File: src/rtl/core/hrd_pkg.sv
// ----------------------------------------------------------------------------
// hrd_pkg: HTTP response deframer shared types and constants
// Beat structs, phase codes, keyword tables and character helpers.
// ----------------------------------------------------------------------------
package hrd_pkg;

   localparam int unsigned LengthBitsDefault   = 32;
   localparam int unsigned MaxHexDigitsDefault = 8;

   typedef struct packed {
      logic [7:0] in_byte;
      logic       start_req;
   } req_beat_type;

   typedef struct packed {
      logic [1:0]  kind;
      logic [7:0]  data_byte;
      logic        last;
      logic [9:0]  status_code;
      logic [31:0] content_length;
      logic        chunked;
      logic        gzip;
      logic [2:0]  error_code;
   } rsp_beat_type;

   localparam logic [1:0] KIND_DATA   = 2'd0;
   localparam logic [1:0] KIND_HEADER = 2'd1;
   localparam logic [1:0] KIND_BODY   = 2'd2;
   localparam logic [1:0] KIND_ERROR  = 2'd3;

   localparam logic [2:0] ERR_NONE     = 3'd0;
   localparam logic [2:0] ERR_STATUS   = 3'd1;
   localparam logic [2:0] ERR_LENGTH   = 3'd2;
   localparam logic [2:0] ERR_CHUNK    = 3'd3;
   localparam logic [2:0] ERR_REJECT   = 3'd4;
   localparam logic [2:0] ERR_OVERFLOW = 3'd5;

   localparam logic [3:0] PH_VER    = 4'd0;
   localparam logic [3:0] PH_CODE   = 4'd1;
   localparam logic [3:0] PH_KEY    = 4'd2;
   localparam logic [3:0] PH_SKIP   = 4'd3;
   localparam logic [3:0] PH_CLSKIP = 4'd4;
   localparam logic [3:0] PH_CLDIG  = 4'd5;
   localparam logic [3:0] PH_ENDCR  = 4'd6;
   localparam logic [3:0] PH_BODY   = 4'd7;
   localparam logic [3:0] PH_CSIZE  = 4'd8;
   localparam logic [3:0] PH_CLF    = 4'd9;
   localparam logic [3:0] PH_CDATA  = 4'd10;
   localparam logic [3:0] PH_TRAIL1 = 4'd11;
   localparam logic [3:0] PH_TRAIL2 = 4'd12;
   localparam logic [3:0] PH_DONE   = 4'd13;

   localparam logic [9:0] ACCEPT_RESET = 10'd200;

   localparam logic [4:0] KW_LEN_SIZE = 5'd14;
   localparam logic [4:0] KW_TE_SIZE  = 5'd26;
   localparam logic [4:0] KW_CE_SIZE  = 5'd22;

   localparam logic [7:0] CH_CR    = 8'h0d;
   localparam logic [7:0] CH_LF    = 8'h0a;
   localparam logic [7:0] CH_SPACE = 8'h20;

   function automatic logic [7:0] magic_char(input logic [2:0] pos);
      logic [7:0] c;
      case (pos)
         3'd0:    c = "H";
         3'd1:    c = "T";
         3'd2:    c = "T";
         3'd3:    c = "P";
         3'd4:    c = "/";
         default: c = 8'h00;
      endcase
      return c;
   endfunction

   // byte at pos of keyword k; zero past the end (never matches: kill via size)
   function automatic logic [7:0] kw_char(input logic [1:0] k, input logic [4:0] pos);
      logic [8*26-1:0] s;
      logic [4:0]      n;
      case (k)
         2'd0:    begin s = {"Content-Length", 96'h0}; n = KW_LEN_SIZE; end
         2'd1:    begin s = "Transfer-Encoding: chunked"; n = KW_TE_SIZE; end
         default: begin s = {"Content-Encoding: gzip", 32'h0}; n = KW_CE_SIZE; end
      endcase
      if (pos >= n) return 8'h00;
      return s[8*(25 - 32'(pos)) +: 8];
   endfunction

   function automatic logic [4:0] hex_val(input logic [7:0] b);
      // bit 4 set means not a hex digit
      if (b >= "0" && b <= "9") return {1'b0, 4'(b - 8'd48)};
      if (b >= "a" && b <= "f") return {1'b0, 4'(b - 8'd87)};
      if (b >= "A" && b <= "F") return {1'b0, 4'(b - 8'd55)};
      return 5'h10;
   endfunction

endpackage

File: src/rtl/core/hrd_parser.sv
// ----------------------------------------------------------------------------
// hrd_parser: per-byte parse state and result generation
// Takes one registered byte per cycle while step is high, updates state, yields at most one beat.
// ----------------------------------------------------------------------------
module hrd_parser #(
   parameter int unsigned LENGTH_BITS    = hrd_pkg::LengthBitsDefault,
   parameter int unsigned MAX_HEX_DIGITS = hrd_pkg::MaxHexDigitsDefault
) (
   input  logic                 clock,
   input  logic                 reset,
   input  logic                 step,
   input  hrd_pkg::req_beat_type beat,
   input  logic [9:0]           accepted_status,
   output logic                 out_valid,
   output hrd_pkg::rsp_beat_type out_beat
);

   localparam int unsigned HexCntBits = $clog2(MAX_HEX_DIGITS + 1);
   localparam logic [LENGTH_BITS-1:0] LenMax = '1;
   localparam logic [LENGTH_BITS-1:0] LenDiv10 = LenMax / 10;
   localparam logic [3:0]             LenMod10 = 4'(LenMax % 10);

   logic [3:0]             phase_ff, phase_in;
   logic [4:0]             pos_ff, pos_in;
   logic [2:0]             alive_ff, alive_in;
   logic [LENGTH_BITS-1:0] acc_ff, acc_in;
   logic [9:0]             status_ff, status_in;
   logic [LENGTH_BITS-1:0] hlen_ff, hlen_in;
   logic [1:0]             flags_ff, flags_in;
   logic [LENGTH_BITS-1:0] rem_ff, rem_in;
   logic [LENGTH_BITS-1:0] cnt_ff, cnt_in;
   logic [HexCntBits-1:0]  hexn_ff, hexn_in;

   always_comb begin
      logic [3:0]             ph;
      logic [4:0]             pos;
      logic [2:0]             alv;
      logic [LENGTH_BITS-1:0] acc, hlen, rem, cnt;
      logic [9:0]             st;
      logic [1:0]             fl;
      logic [HexCntBits-1:0]  hn;
      logic [7:0]             b;
      logic                   dig;
      logic [3:0]             d;
      logic [4:0]             hv;
      logic [4:0]             npos;
      logic [13:0]            code;
      logic                   ov;
      logic                   do_hdr, do_cend;
      logic [1:0]             kind;
      logic [7:0]             dat;
      logic                   lst;
      logic [2:0]             err;
      logic                   emit;

      ph = phase_ff; pos = pos_ff; alv = alive_ff; acc = acc_ff; hlen = hlen_ff;
      rem = rem_ff; cnt = cnt_ff; st = status_ff; fl = flags_ff; hn = hexn_ff;
      if (beat.start_req) begin
         ph = hrd_pkg::PH_VER; pos = '0; alv = '1; acc = '0; hlen = '0;
         rem = '0; cnt = '0; st = '0; fl = '0; hn = '0;
      end
      b    = beat.in_byte;
      dig  = (b >= "0") && (b <= "9");
      d    = 4'(b - 8'd48);
      hv   = hrd_pkg::hex_val(b);
      emit = 1'b0; kind = hrd_pkg::KIND_DATA; dat = 8'h00; lst = 1'b0;
      err  = hrd_pkg::ERR_NONE;
      do_hdr = 1'b0; do_cend = 1'b0;
      npos = '0; code = '0; ov = 1'b0;

      unique case (ph)
         hrd_pkg::PH_VER: begin
            if (pos < 5'd5) begin
               if (b != hrd_pkg::magic_char(pos[2:0])) begin
                  emit = 1'b1; err = hrd_pkg::ERR_STATUS;
               end else begin
                  pos = pos + 5'd1;
               end
            end else if (b == hrd_pkg::CH_SPACE) begin
               ph = hrd_pkg::PH_CODE; pos = '0; acc = '0;
            end else if (b == hrd_pkg::CH_CR || b == hrd_pkg::CH_LF) begin
               emit = 1'b1; err = hrd_pkg::ERR_STATUS;
            end
         end
         hrd_pkg::PH_CODE: begin
            if (dig) begin
               // value saturates at 1000, so acc*10+d fits 14 bits
               code = {4'b0, acc[9:0]} * 14'd10 + {10'b0, d};
               if (code > 14'd1000) code = 14'd1000;
               acc = LENGTH_BITS'(code);
               pos = 5'd1;
            end else if (pos == 5'd0 || acc > LENGTH_BITS'(999)) begin
               emit = 1'b1; err = hrd_pkg::ERR_STATUS;
            end else begin
               st = acc[9:0];
               if (b == hrd_pkg::CH_LF) begin
                  ph = hrd_pkg::PH_KEY; pos = '0; alv = '1;
               end else begin
                  ph = hrd_pkg::PH_SKIP;
               end
            end
         end
         hrd_pkg::PH_KEY: begin
            if (b == hrd_pkg::CH_LF) begin
               if (pos == 5'd0) do_hdr = 1'b1;
               else begin ph = hrd_pkg::PH_KEY; pos = '0; alv = '1; end
            end else if (b == hrd_pkg::CH_CR) begin
               ph = (pos == 5'd0) ? hrd_pkg::PH_ENDCR : hrd_pkg::PH_SKIP;
            end else begin
               for (int k = 0; k < 3; k++) begin
                  if (b != hrd_pkg::kw_char(2'(k), pos)) alv[k] = 1'b0;
               end
               npos = (pos < 5'd31) ? pos + 5'd1 : 5'd31;
               pos = npos;
               if (alv[0] && npos == hrd_pkg::KW_LEN_SIZE) begin
                  ph = hrd_pkg::PH_CLSKIP;
               end else if (alv[1] && npos == hrd_pkg::KW_TE_SIZE) begin
                  fl[0] = 1'b1; ph = hrd_pkg::PH_SKIP;
               end else if (alv[2] && npos == hrd_pkg::KW_CE_SIZE) begin
                  fl[1] = 1'b1; ph = hrd_pkg::PH_SKIP;
               end else if (alv == 3'b000) begin
                  ph = hrd_pkg::PH_SKIP;
               end
            end
         end
         hrd_pkg::PH_SKIP: begin
            if (b == hrd_pkg::CH_LF) begin
               ph = hrd_pkg::PH_KEY; pos = '0; alv = '1;
            end
         end
         hrd_pkg::PH_CLSKIP: begin
            if (dig) begin
               acc = LENGTH_BITS'(d); ph = hrd_pkg::PH_CLDIG;
            end else if (b == hrd_pkg::CH_CR || b == hrd_pkg::CH_LF) begin
               emit = 1'b1; err = hrd_pkg::ERR_LENGTH;
            end
         end
         hrd_pkg::PH_CLDIG: begin
            if (dig) begin
               // acc*10+d > max  <=>  acc > max/10, or equal and d > max%10
               ov = (acc > LenDiv10) || (acc == LenDiv10 && d > LenMod10);
               if (ov) begin
                  emit = 1'b1; err = hrd_pkg::ERR_OVERFLOW;
               end else begin
                  acc = (acc << 3) + (acc << 1) + LENGTH_BITS'(d);
               end
            end else begin
               hlen = acc;
               if (b == hrd_pkg::CH_LF) begin
                  ph = hrd_pkg::PH_KEY; pos = '0; alv = '1;
               end else begin
                  ph = hrd_pkg::PH_SKIP;
               end
            end
         end
         hrd_pkg::PH_ENDCR: do_hdr = 1'b1;
         hrd_pkg::PH_BODY: begin
            cnt = cnt + 1'b1;
            emit = 1'b1; dat = b;
            if (cnt >= hlen) begin lst = 1'b1; ph = hrd_pkg::PH_DONE; end
         end
         hrd_pkg::PH_CSIZE: begin
            if (!hv[4]) begin
               if (hn >= HexCntBits'(MAX_HEX_DIGITS) || acc[LENGTH_BITS-1 -: 4] != 4'h0)
               begin
                  emit = 1'b1; err = hrd_pkg::ERR_OVERFLOW;
               end else begin
                  acc = {acc[LENGTH_BITS-5:0], hv[3:0]};
                  hn = hn + 1'b1;
               end
            end else if (b == hrd_pkg::CH_CR) begin
               ph = hrd_pkg::PH_CLF;
            end else if (b == hrd_pkg::CH_LF) begin
               do_cend = 1'b1;
            end else begin
               emit = 1'b1; err = hrd_pkg::ERR_CHUNK;
            end
         end
         hrd_pkg::PH_CLF: begin
            if (b == hrd_pkg::CH_LF) do_cend = 1'b1;
            else begin emit = 1'b1; err = hrd_pkg::ERR_CHUNK; end
         end
         hrd_pkg::PH_CDATA: begin
            cnt = cnt + 1'b1;
            rem = rem - 1'b1;
            if (rem == '0) ph = hrd_pkg::PH_TRAIL1;
            emit = 1'b1; dat = b;
         end
         hrd_pkg::PH_TRAIL1: ph = hrd_pkg::PH_TRAIL2;
         hrd_pkg::PH_TRAIL2: begin
            ph = hrd_pkg::PH_CSIZE; acc = '0; hn = '0;
         end
         default: ;
      endcase

      if (do_hdr) begin
         emit = 1'b1; kind = hrd_pkg::KIND_HEADER;
         if (st != accepted_status) begin
            err = hrd_pkg::ERR_REJECT;
         end else begin
            acc = '0; hn = '0; cnt = '0;
            if (fl[0]) ph = hrd_pkg::PH_CSIZE;
            else if (hlen == '0) begin ph = hrd_pkg::PH_DONE; lst = 1'b1; end
            else ph = hrd_pkg::PH_BODY;
         end
      end
      if (do_cend) begin
         if (hn == '0) begin
            emit = 1'b1; err = hrd_pkg::ERR_CHUNK;
         end else if (acc == '0) begin
            emit = 1'b1; kind = hrd_pkg::KIND_BODY; lst = 1'b1; ph = hrd_pkg::PH_DONE;
         end else begin
            rem = acc; ph = hrd_pkg::PH_CDATA;
         end
      end
      if (err != hrd_pkg::ERR_NONE) begin
         kind = hrd_pkg::KIND_ERROR; lst = 1'b1; ph = hrd_pkg::PH_DONE;
      end

      phase_in = ph; pos_in = pos; alive_in = alv; acc_in = acc; hlen_in = hlen;
      rem_in = rem; cnt_in = cnt; status_in = st; flags_in = fl; hexn_in = hn;
      out_valid = step && emit;
      out_beat.kind           = kind;
      out_beat.data_byte      = dat;
      out_beat.last           = lst;
      out_beat.status_code    = st;
      out_beat.content_length = 32'(hlen);
      out_beat.chunked        = fl[0];
      out_beat.gzip           = fl[1];
      out_beat.error_code     = err;
   end

   always_ff @(posedge clock) begin
      if (reset) begin
         phase_ff  <= hrd_pkg::PH_VER;
         pos_ff    <= '0;
         alive_ff  <= '1;
         acc_ff    <= '0;
         status_ff <= '0;
         hlen_ff   <= '0;
         flags_ff  <= '0;
         rem_ff    <= '0;
         cnt_ff    <= '0;
         hexn_ff   <= '0;
      end else if (step) begin
         phase_ff  <= phase_in;
         pos_ff    <= pos_in;
         alive_ff  <= alive_in;
         acc_ff    <= acc_in;
         status_ff <= status_in;
         hlen_ff   <= hlen_in;
         flags_ff  <= flags_in;
         rem_ff    <= rem_in;
         cnt_ff    <= cnt_in;
         hexn_ff   <= hexn_in;
      end
   end

   a_done_holds: assert property (@(posedge clock) disable iff (reset)
      (phase_ff == hrd_pkg::PH_DONE && step && !beat.start_req) |-> !out_valid)
      else $error("result from finished response");
   a_error_last: assert property (@(posedge clock) disable iff (reset)
      (out_valid && out_beat.kind == hrd_pkg::KIND_ERROR) |=> phase_ff == hrd_pkg::PH_DONE)
      else $error("error did not end response");
   a_hex_bound: assert property (@(posedge clock) disable iff (reset)
      hexn_ff <= HexCntBits'(MAX_HEX_DIGITS))
      else $error("hex digit count overrun");

endmodule

File: src/rtl/core/http_response_deframer_top.sv
// Path: an accepted byte is held in the input register; parse logic writes its
// result beat into the result register. Throughput: one byte per cycle, set by
// the single-pass parse step, unless the receiver stalls the result register.
// Reset: synchronous, active high; clears parse state and sets the accepted
// status to 200.
// ----------------------------------------------------------------------------
// http_response_deframer_top: HTTP/1.1 response deframer
// Parses status and header lines, then emits counted or chunked body bytes.
// ----------------------------------------------------------------------------
module http_response_deframer_top #(
   parameter int unsigned LENGTH_BITS    = hrd_pkg::LengthBitsDefault,
   parameter int unsigned MAX_HEX_DIGITS = hrd_pkg::MaxHexDigitsDefault
) (
   input  logic                  clock,
   input  logic                  reset,
   input  logic                  req_valid,
   output logic                  req_stall,
   input  hrd_pkg::req_beat_type req_payload,
   output logic                  rsp_valid,
   input  logic                  rsp_stall,
   output hrd_pkg::rsp_beat_type rsp_payload,
   input  logic                  csr_write_enable,
   input  logic [9:0]            csr_write_data
);

   logic                  in_valid_ff;
   hrd_pkg::req_beat_type in_beat_ff;
   logic                  out_valid_ff;
   hrd_pkg::rsp_beat_type out_beat_ff;
   logic [9:0]            accept_ff;
   logic                  step;
   logic                  p_valid;
   hrd_pkg::rsp_beat_type p_beat;
   logic                  out_free;

   // Stage advances when the result register can take whatever it yields.
   assign out_free  = !out_valid_ff || !rsp_stall;
   assign step      = in_valid_ff && out_free;
   assign req_stall = in_valid_ff && !out_free;

   always_ff @(posedge clock) begin
      if (reset) begin
         accept_ff <= hrd_pkg::ACCEPT_RESET;
      end else if (csr_write_enable) begin
         accept_ff <= csr_write_data;
      end
   end

   always_ff @(posedge clock) begin
      if (reset) begin
         in_valid_ff <= 1'b0;
      end else if (!req_stall) begin
         in_valid_ff <= req_valid;
      end
   end

   always_ff @(posedge clock) begin
      if (!req_stall && req_valid) begin
         in_beat_ff <= req_payload;
      end
   end

   hrd_parser #(
      .LENGTH_BITS(LENGTH_BITS),
      .MAX_HEX_DIGITS(MAX_HEX_DIGITS)
   ) u_parser (
      .clock(clock),
      .reset(reset),
      .step(step),
      .beat(in_beat_ff),
      .accepted_status(accept_ff),
      .out_valid(p_valid),
      .out_beat(p_beat)
   );

   always_ff @(posedge clock) begin
      if (reset) begin
         out_valid_ff <= 1'b0;
      end else if (out_free) begin
         out_valid_ff <= p_valid;
      end
   end

   always_ff @(posedge clock) begin
      if (out_free && p_valid) begin
         out_beat_ff <= p_beat;
      end
   end

   assign rsp_valid   = out_valid_ff;
   assign rsp_payload = out_beat_ff;

   a_no_drop: assert property (@(posedge clock) disable iff (reset)
      (out_valid_ff && rsp_stall) |=> out_valid_ff)
      else $error("stalled result dropped");
   a_hold_input: assert property (@(posedge clock) disable iff (reset)
      req_stall |-> in_valid_ff)
      else $error("stall without held beat");
   a_step_room: assert property (@(posedge clock) disable iff (reset)
      step |-> (!out_valid_ff || !rsp_stall))
      else $error("step into full result register");

endmodule

File: config.mk
export PLATFORM = sky130hd
export DESIGN_NAME = http_response_deframer_top
export DESIGN_NICKNAME = d
export VERILOG_FILES = /design/src/rtl/core/hrd_pkg.sv /design/src/rtl/core/hrd_parser.sv /design/src/rtl/core/http_response_deframer_top.sv
export SDC_FILE = /design/constraint.sdc
export NUM_CORES = 1
export LEC_CHECK = 0
export BUFFER_PORTS_ARGS = -buffer_cell sky130_fd_sc_hd__buf_2
export CAP_MARGIN = 20
export CORE_ASPECT_RATIO = 0.8
export CORE_MARGIN = 10
export CORE_UTILIZATION = 55
export CTS_BUF_LIST = sky130_fd_sc_hd__clkbuf_16
export DETAILED_ROUTE_END_ITERATION = 12
export PLACE_DENSITY = 0.72
export SYNTH_ARGS = -nofsm -noshare
export SYNTH_HDL_FRONTEND = slang
export SYNTH_SLANG_ARGS = --single-unit
File: constraint.sdc
create_clock -name clock -period 15.9 [get_ports clock]
set_input_delay 2.385 -clock clock [delete_from_list [all_inputs] [get_ports clock]]
set_output_delay 2.385 -clock clock [all_outputs]
set_load 0.005 [all_outputs]
Yosys cells after proc, flatten, opt, wreduce, memory -nomap -nowiden
Cells that the tools add are included.
Widths: inputs -> output; s select.
{"block": "word_totals", "ff_bits": 235, "output_inout_bits": 60, "in_bits": 24}
{"block": "op_classes", "magnitude_cmp": 17, "add_sub_neg": 11, "n_mux": 224, "shifts": 3, "n_eq_ne": 28, "n_mul": 1, "reduce_logical": 33}
{"operator": "$mux 208", "count": 9}
{"operator": "$mux 32", "count": 23}
{"operator": "$shiftx 208x33->8", "count": 3}
{"operator": "$pmux 32 s6", "count": 1}
{"operator": "$mux 8", "count": 17}
{"operator": "$mux 5", "count": 27}
{"operator": "$mux 4", "count": 31}
{"operator": "$logic_not 32->1", "count": 3}
{"operator": "$mux 1", "count": 69}
{"operator": "$mux 3", "count": 23}
{"operator": "$pmux 4 s11", "count": 1}
{"operator": "$mux 10", "count": 4}
{"operator": "$add 32x1->32 const B", "count": 1}
{"operator": "$add 32x32->32", "count": 1}
{"operator": "$add 32x4->32", "count": 1}
{"operator": "$eq 32x29->1 const B", "count": 1}
{"operator": "$ge 32x32->1", "count": 1}
{"operator": "$gt 32x10->1 const B", "count": 1}
{"operator": "$gt 32x29->1 const B", "count": 1}
{"operator": "$ne 8x8->1", "count": 4}
{"operator": "$sub 32x1->32 const B", "count": 1}
{"operator": "$pmux 7 s4", "count": 1}
{"operator": "$pmux 5 s5", "count": 1}
{"operator": "$eq 4x4->1 const B", "count": 5}
{"operator": "44 further kinds", "count": 87}

Longest topological paths before layout
Gate-level depths: netlist of run 1.
{"block": "depth", "ltp_word": 31, "depth_mapped": 37, "ltp_nobuf": 25}

Modules after synthesis
From an unflattened synthesis of run 1, not the netlist that was laid out.
{"block": "unflattened", "hier_cells": 2689, "hier_area_um2": 19894.1}
{"mod": "hrd_parser", "cells_each": 2579, "instances": 1, "area_each_um2": 17435.5}
{"mod": "http_response_deframer_top", "cells_each": 110, "instances": 1, "area_each_um2": 2458.6}

Worst setup path before layout of run 1
Ideal clock, no wire load.
{"block": "synth_path", "path_kind": "reg-to-reg", "startpoint": "register in_beat_ff[0] in the netlist's numbering", "endpoint": "register out_beat_ff, in the netlist rsp_payload[0], enable pin", "arrival_ps": 8894, "slack_ps": 6532, "required_time_ps": 15426, "n_path_buf": 14, "period_less_slack_ps": 9368, "setup_ps": 474, "stages_incl_launch_ff": 30, "cell_sequence": "edfxtp_1 -> buf_2 -> buf_4 -> buf_2 -> buf_2 -> clkbuf_1 -> buf_2 -> buf_2 -> buf_2 -> buf_2 -> buf_1 -> clkbuf_1 -> buf_1 -> buf_1 -> nor2_1 -> ha_1 -> buf_2 -> xnor2_2 -> nand3_1 -> nor4_2 -> xnor2_1 -> a211oi_2 -> a211oi_1 -> a221o_1 -> or4b_1 -> nor4_2 -> nand4_2 -> nor2_1 -> a31oi_1 -> nor2_1"}
{"block": "synth_between", "elab_chain_len": 16, "word_cells_on_any_way": 86, "cone_classes": "add/sub (4); mul (1); order compare (5); eq/ne (17); mux (45); reduce/logical (14)"}
{"item": "start, declared", "line": "http_response_deframer_top.sv:27", "rtl": "hrd_pkg::req_beat_type in_beat_ff;"}
{"item": "start signal, assigned", "line": "http_response_deframer_top.sv:59", "rtl": "in_beat_ff <= req_payload;"}
{"item": "branches (longest 13 deep; another with $add 14x4->14)"}
{"item": "$mux 1 (*)", "line": "hrd_parser.sv:207", "rtl": "if (do_cend) begin"}
{"item": "$logic_and 1x1->1 (*)", "line": "hrd_parser.sv:222", "rtl": "out_valid = step && emit;"}
{"item": "$logic_and 1x1->1 (*)", "line": "http_response_deframer_top.sv:85", "rtl": "if (out_free && p_valid) begin"}
{"item": "end signal, assigned", "line": "http_response_deframer_top.sv:86", "rtl": "out_beat_ff <= p_beat;"}
{"item": "end, declared", "line": "http_response_deframer_top.sv:29", "rtl": "hrd_pkg::rsp_beat_type out_beat_ff;"}
Every way passes the cells marked *. The select of a mux whose other input is x is not followed.
A chain may end at the register's enable or synchronous reset.

Worst setup path in the final report of run 1
{"block": "layout_path", "startpoint": "register in_beat_ff[0] in the netlist's numbering", "endpoint": "register out_beat_ff, in the netlist rsp_payload[3], enable pin"}
The elaborated chain is that of the path after synthesis.

==> results.py, run 1 <==
metrics = {
    "grt": {
        "grt_pass1_vias": 19600,
        "gr-usage-met2_pct": 46.8,
        "grt_pass1_wl_um": 120000,
        "grt_util_met3_pct": 10.2,
        "busiest_layer": "met1",
        "grt_remaining_overflow": 0,
        "antenna_found_initial": 5,
        "grtUsageTotal_pct": 33.9,
        "grt_max_degree": 137,
        "grt_util_met1_pct": 48.9,
    },
    "power_and_ir_drop": {
        "p_clk_share_pct": 42.8,
        "p_comb_share_pct": 11.6,
        "netSwitchingFraction_pct": 27.6,
        "p_leak_nw": 8.18,
        "seq_power_share_pct": 45.6,
        "p_sw_w": 0.000396,
        "irDropWorstVdd_v": 0.0000798,
        "power.internal_w": 0.00104,
        "power_density_nw_per_um2": 66.7,
    },
    "floorplanning": {
        "num_rows": 62,
        "core_area_um2": 35900,
        "io_pins": 84,
        "start_util_pct": 55.8,
        "die_w_um": 233,
        "die_area_um2": 44500,
        "chipHeight_um": 191,
    },
    "timing": {
        "skew_ps": 12.4,
        "rsz0062_at_grt": "false",
        "hold_viol_final": 0,
        "post-route-period-util_pct": 48.5,
        "tightest_slew_ps": 1150,
        "drv_slew": 0,
        "min_period_ps": 7710,
        "max-slew-margin-rel_pct": 22.8,
        "max_freq_mhz": 130,
        "tns_ps": 0,
        "setup_viol": 0,
    },
    "setup_path": {
        "arrival_ps": 7890,
        "cp-start-kind": "flip-flop",
        "critPathCaptureType": "flip-flop",
        "worstPathRequired_ps": 16080,
        "path_cells": "buf_12 -> inv_2 -> buf_4 -> buf_4 -> nand2_1 -> clkinv_1 -> ha_1 -> o21bai_1 -> a31oi_1 -> buf_4 -> nor3_1 -> o21ai_1 -> a22oi_1 -> o21ai_0 -> or4_1 -> nor4_2 -> nand4_2 -> nor2_1 -> a31oi_1 -> nor2_4 -> buf_4",
        "worst_path_largest_cell_delay_ps": 640,
        "path_common_cell": "buf_4",
        "worstPathMaxFanout": 133,
        "path_buf_inv": 7,
        "slowest_stage": "buf_4",
        "critical_path_class": "flip-flop to flip-flop",
        "critPathTopFamily": "buffers and inverters",
    },
    "logic_synthesis": {
        "syn_inst": 2713,
        "yosysUniqueCellTypes": 103,
        "seq_area_frac_synth_pct": 26.8,
        "avgSynthCellArea_um2": 7.39,
        "synth_nets": 2844,
        "yosys-top-cells-count": "nor2_1 (354), nand2_1 (315), a21oi_1 (223), dfxtp_1 (168), o21ai_0 (158)",
        "synth_area_um2": 20000,
        "synth-edff-count": 67,
        "yosysTopAreaCell": "dfxtp_1",
        "netlist.area_leader.share_pct": 16.8,
        "yosysWarnings": 0,
        "async_flop_share_pct": 0,
        "yosysMostFrequentCell": "nor2_1",
        "ys.flop_type": "dfxtp_1",
        "synth-seq-cells": 235,
        "synth_area_leaders": "dfxtp_1 (17%), edfxtp_1 (10%), nor2_1 (6.6%), ha_1 (6.5%), nand2_1 (5.9%)",
    },
    "route": {
        "drc": 0,
        "drt-wirelength-per-cell_um": 24.5,
        "vias": 21700,
        "vias_per_cell": 6.84,
        "drtIter0Drc": 3116,
        "routed_wl_um": 77900,
        "drtPass1Iterations": 6,
        "ant_nets": 0,
    },
    "clock_tree": {
        "cts_sinks": 235,
        "numCtsBuffers": 26,
        "cts_resized": 0,
        "cts_setup_buffers": 0,
        "h-tree-depth": 1,
        "clockBufferDepth": 3,
        "cts-root-buf": "clkbuf_16",
        "cts_tree": "built",
        "insertion_delay_ps": 560,
        "clk_pin_slew_ps": 60,
        "hold_buffers": 0,
    },
    "outcome": {
        "status": "completed",
    },
    "cells_and_area": {
        "fill_cells": 3330,
        "drive_above_1_share_pct": 8.53,
        "fin_nets": 2809,
        "syn_to_final_growth_pct": 7.38,
        "fin_area_um2": 21500,
    },
    "placed_design": {
        "io_buffers": 83,
        "place_area_um2": 20600,
        "gp_congestion": 1.04,
        "hpwl_um": 57500,
    },
    "min_path": {
        "hold_path_class": "flip-flop to flip-flop",
    },
    "flow_run": {
        "drv_cap": 0,
    },
}
[layout by cell type, fill, tap and decap left out, types with 82 or more instances in the layout]
| master | synthesis | routed |
|---|---|---|
| nor2_1 | 354 | 352 |
| nand2_1 | 315 | 314 |
| a21oi_1 | 223 | 222 |
| dfxtp_1 | 168 | 168 |
| o21ai_0 | 158 | 157 |
| nand3_1 | 112 | 112 |
| ha_1 | 104 | 104 |
| nor3_1 | 100 | 100 |
| buf_2 | 25 | 82 |
[path summary, 6_finish.rpt]
check | start | slack (ps) | endpoint | cells past startpoint
hold / removal | u_parser.hexn_ff[0] | 470 | u_parser.hexn_ff[0] | 2
setup reg to reg | in_beat_ff[0] | 8190 | rsp_payload[3] | 21
setup / recovery | in_beat_ff[0] | 8190 | rsp_payload[3] | 21
hold reg to reg | u_parser.hexn_ff[0] | 470 | u_parser.hexn_ff[0] | 2
[cells by family after synthesis]
group	Yosys count	share of synthesized area (%)
compound gates	764	25.1
xor+xnor	116	5.17
fa+ha+maj	108	6.85
buf+inv	259	5.25
flops	235	26.8
mux	36	1.84
simple gates	1195	29.0
[sequential cells by signal (all words and copies together) (netlist names), 5 cells and up]
signal,count
u_parser.pos_ff,5
u_parser.cnt_ff,32
u_parser.hlen_ff,32
u_parser.acc_ff,32
u_parser.rem_ff,32
in_beat_ff,9
u_parser.status_ff,10
rsp_payload,58
accept_ff,10
[power groups by stage]
| stage | Combinational, W | Sequential (W) | Clock, W |
|---|---|---|---|
| finish | 0.000167 | 0.000654 | 0.000615 |
| global route | 0.000179 | 0.000656 | 0.000641 |
| CTS | 0.000161 | 0.000653 | 0.000616 |
| detailed placement | 0.000161 | 0.000666 | 0 |
| global placement | 0.000158 | 0.000665 | 0 |
| floorplan | 0.000106 | 0.000659 | 0 |
[worst min-delay path: cells and delay by family, from the launching register on]
family | cells | cell delay, ps
flops | 1 | 310
simple gates | 1 | 60
compound gates | 1 | 50
[layout make-up]
type                    instances  area, µm²  area share [%]
diodes                          1       2.50          0.0116
clock buffers                  27        676            3.14
clock inverters                19        169           0.785
inverters                      70        263            1.22
multi-input cells            2219      13700            63.4
flip-flops and latches        235       5380            25.0
well taps                     480        601            2.79
repair buffers                126        785            3.64
[metrics by stage]
step	total power, W	setup WS, ps	util (%)	instances	hold WS [ps]
3_3_place_gp	0.000824	8630	57.5	3128	441
4_1_cts	0.00143	8500	59.8	3174	465
6_report	0.00144	8190	59.9	3177	470
3_5_place_dp	0.000827	8500	57.5	3128	452
5_1_grt	0.00148	7830	59.9	3176	491
2_1_floorplan	0.000764	6530	-	2713	432
[per-layer routing]
metal / part of all wire, % / up-vias
met2: 40 / 1371
met1: 43 / 10300
met3: 13 / 197
li1: - / 9842
met4: 3.6 / 4
met5: 0.030 / -
Note: power is estimated with default switching activity, not from simulation.
==> run 2: changes to the inputs <==
clock period = 7.95 ns   (was 15.9 ns; I/O delays follow)
==> results.py, run 2 (synthesis gave the netlist of run 1 again) <==
metrics = {
    "outcome": {
        "status": "completed",
    },
    "power_and_ir_drop": {
        "irDropWorstVdd_v": 0.000162,
        "p_sw_w": 0.000789,
        "p_comb_share_pct": 11.7,
        "power.internal_w": 0.00206,
        "p_leak_nw": 8.21,
        "netSwitchingFraction_pct": 27.7,
        "p_clk_share_pct": 42.6,
        "seq_power_share_pct": 45.8,
        "power_density_nw_per_um2": 132,
    },
    "placed_design": {
        "gp_congestion": 1.05,
        "dp.cells": 3140,
        "io_buffers": 83,
        "place_ws_ps": 1050,
        "hpwl_um": 56200,
    },
    "floorplanning": {
        "start_util_pct": 55.8,
        "die_area_um2": 44500,
        "io_pins": 84,
        "core_area_um2": 35900,
        "num_rows": 62,
        "chipHeight_um": 191,
        "die_w_um": 233,
    },
    "timing": {
        "setup_ws_ps": 844,
        "tns_ps": 0,
        "max_freq_mhz": 141,
        "post-route-period-util_pct": 89.4,
        "skew_ps": 26.0,
        "min_period_ps": 7110,
        "tightest_slew_ps": 1100,
        "rsz0062_at_grt": "false",
        "max-slew-margin-rel_pct": 25.8,
        "hold_viol_final": 0,
        "setup_viol": 0,
        "drv_slew": 0,
    },
    "grt": {
        "grt_pass1_vias": 19900,
        "grt_max_degree": 110,
        "grtUsageTotal_pct": 33.0,
        "antenna_found_initial": 4,
        "busiest_layer": "met1",
        "grt_util_met1_pct": 47.6,
        "grt_pass1_wl_um": 117000,
        "grt_remaining_overflow": 0,
        "gr-usage-met2_pct": 46.3,
        "grt_util_met3_pct": 8.45,
    },
    "setup_path": {
        "critical_path_class": "flip-flop to flip-flop",
        "worstPathRequired_ps": 8130,
        "r2r_slack_ps": 840,
        "worstPathMaxFanout": 109,
        "critPathCaptureType": "flip-flop",
        "r2r_cells": 19,
        "reg2reg_from": "in_beat_ff[0]",
        "arrival_ps": 7290,
        "r2r-end": "rsp_payload[55]",
        "cp-start-kind": "flip-flop",
    },
    "route": {
        "drtIter0Drc": 3088,
        "drtPass1Iterations": 9,
        "vias": 21600,
        "drc": 0,
        "ant_nets": 0,
        "drt-wirelength-per-cell_um": 23.9,
        "routed_wl_um": 76200,
        "vias_per_cell": 6.78,
    },
    "clock_tree": {
        "clk_pin_slew_ps": 60,
        "cts_sinks": 235,
        "cts_resized": 0,
        "clockBufferDepth": 3,
        "h-tree-depth": 1,
        "hold_buffers": 0,
        "cts_tree": "built",
        "numCtsBuffers": 26,
        "cts_setup_buffers": 0,
        "cts-root-buf": "clkbuf_16",
        "insertion_delay_ps": 570,
    },
    "cells_and_area": {
        "syn_to_final_growth_pct": 7.60,
        "final_common_cell": "nor2_1",
        "diodes": 0,
        "drive_above_1_share_pct": 8.86,
        "layoutNonFillerInstCount": 3188,
        "fill_cells": 3356,
        "fin_nets": 2819,
        "largest_reg_flops": 58,
        "final_cell_mix": "nor2_1 (352), nand2_1 (314), a21oi_1 (222)",
    },
    "min_path": {
        "hold_path_class": "flip-flop to flip-flop",
        "hold_end": "u_parser.hexn_ff[0]",
        "worstHoldPathCells": 2,
        "min_from": "u_parser.hexn_ff[0]",
    },
    "flow_run": {
        "drv_cap": 0,
    },
}
==> run 2: area by class of cell <==
cell class | count | area [µm²] | share of cell area (%)
Timing Repair Buffer | 136 | 836 | 3.87
Inverter | 70 | 263 | 1.22
Clock buffer | 26 | 651 | 3.02
Clock inverter | 22 | 189 | 0.876
Sequential cell | 235 | 5380 | 24.9
Tap cell | 480 | 601 | 2.78
Multi-Input combinational cell | 2219 | 13700 | 63.3
==> run 2: worst max path at each step <==
stage	slack, ps	startpoint	depth (start not counted)	endpoint
final	840	in_beat_ff[0]	19	rsp_payload[55]
after global routing	660	in_beat_ff[0]	19	rsp_payload[49]
after CTS	1060	in_beat_ff[0]	19	rsp_payload[6]
after detailed placement	1050	in_beat_ff[0]	19	rsp_payload[43]
after global placement	1230	in_beat_ff[0]	19	rsp_payload[53]
after floorplan	170	in_beat_ff[0]	29	rsp_payload[0]
==> run 2: critical path, stage by stage (launching register included) <==
cell and delay [ps]:
edfxtp_1 460, buf_12 270, nor2_1 620, inv_1 190, fa_1 620, fa_1 470, nand2b_1 210, a21oi_1 270
o21a_1 320, a32oi_1 250, o21a_1 280, xor2_1 150, o21ai_0 340, or4b_1 640, nor4_2 200, nand4_2 210
nor2_1 200, a31oi_1 210, nor2_4 160, buf_4 580
==> run 2: through the flow <==
step | hold slack, ps | area, µm² | power [W] | util, %
5_1_grt | 498 | 21600 | 0.00294 | 60.1
2_1_floorplan | 432 | 20100 | 0.00153 | -
4_1_cts | 469 | 21600 | 0.00285 | 60.1
6_report | 470 | 21600 | 0.00285 | 60.1
3_3_place_gp | 439 | 20700 | 0.00164 | 57.7
3_5_place_dp | 461 | 20700 | 0.00165 | 57.7
==> run 2: routing by layer <==
layer  up-vias  share of wire, %  routed length (µm)
li1       9850                 -                   -
met1     10200                43               33000
met2      1395                40               30300
met3       211                13               10000
met4         4               3.7                2830
met5         -             0.045                  34
==> run 2: power groups by stage <==
| stage | clock (W) | combinational [W] | sequential, W |
|---|---|---|---|
| 2_1_floorplan | 0 | 0.000212 | 0.00132 |
| 3_3_place_gp | 0 | 0.000317 | 0.00133 |
| 3_5_place_dp | 0 | 0.000321 | 0.00133 |
| 4_1_cts | 0.00123 | 0.000322 | 0.00130 |
| 5_1_grt | 0.00127 | 0.000358 | 0.00131 |
| 6_report | 0.00121 | 0.000332 | 0.00130 |
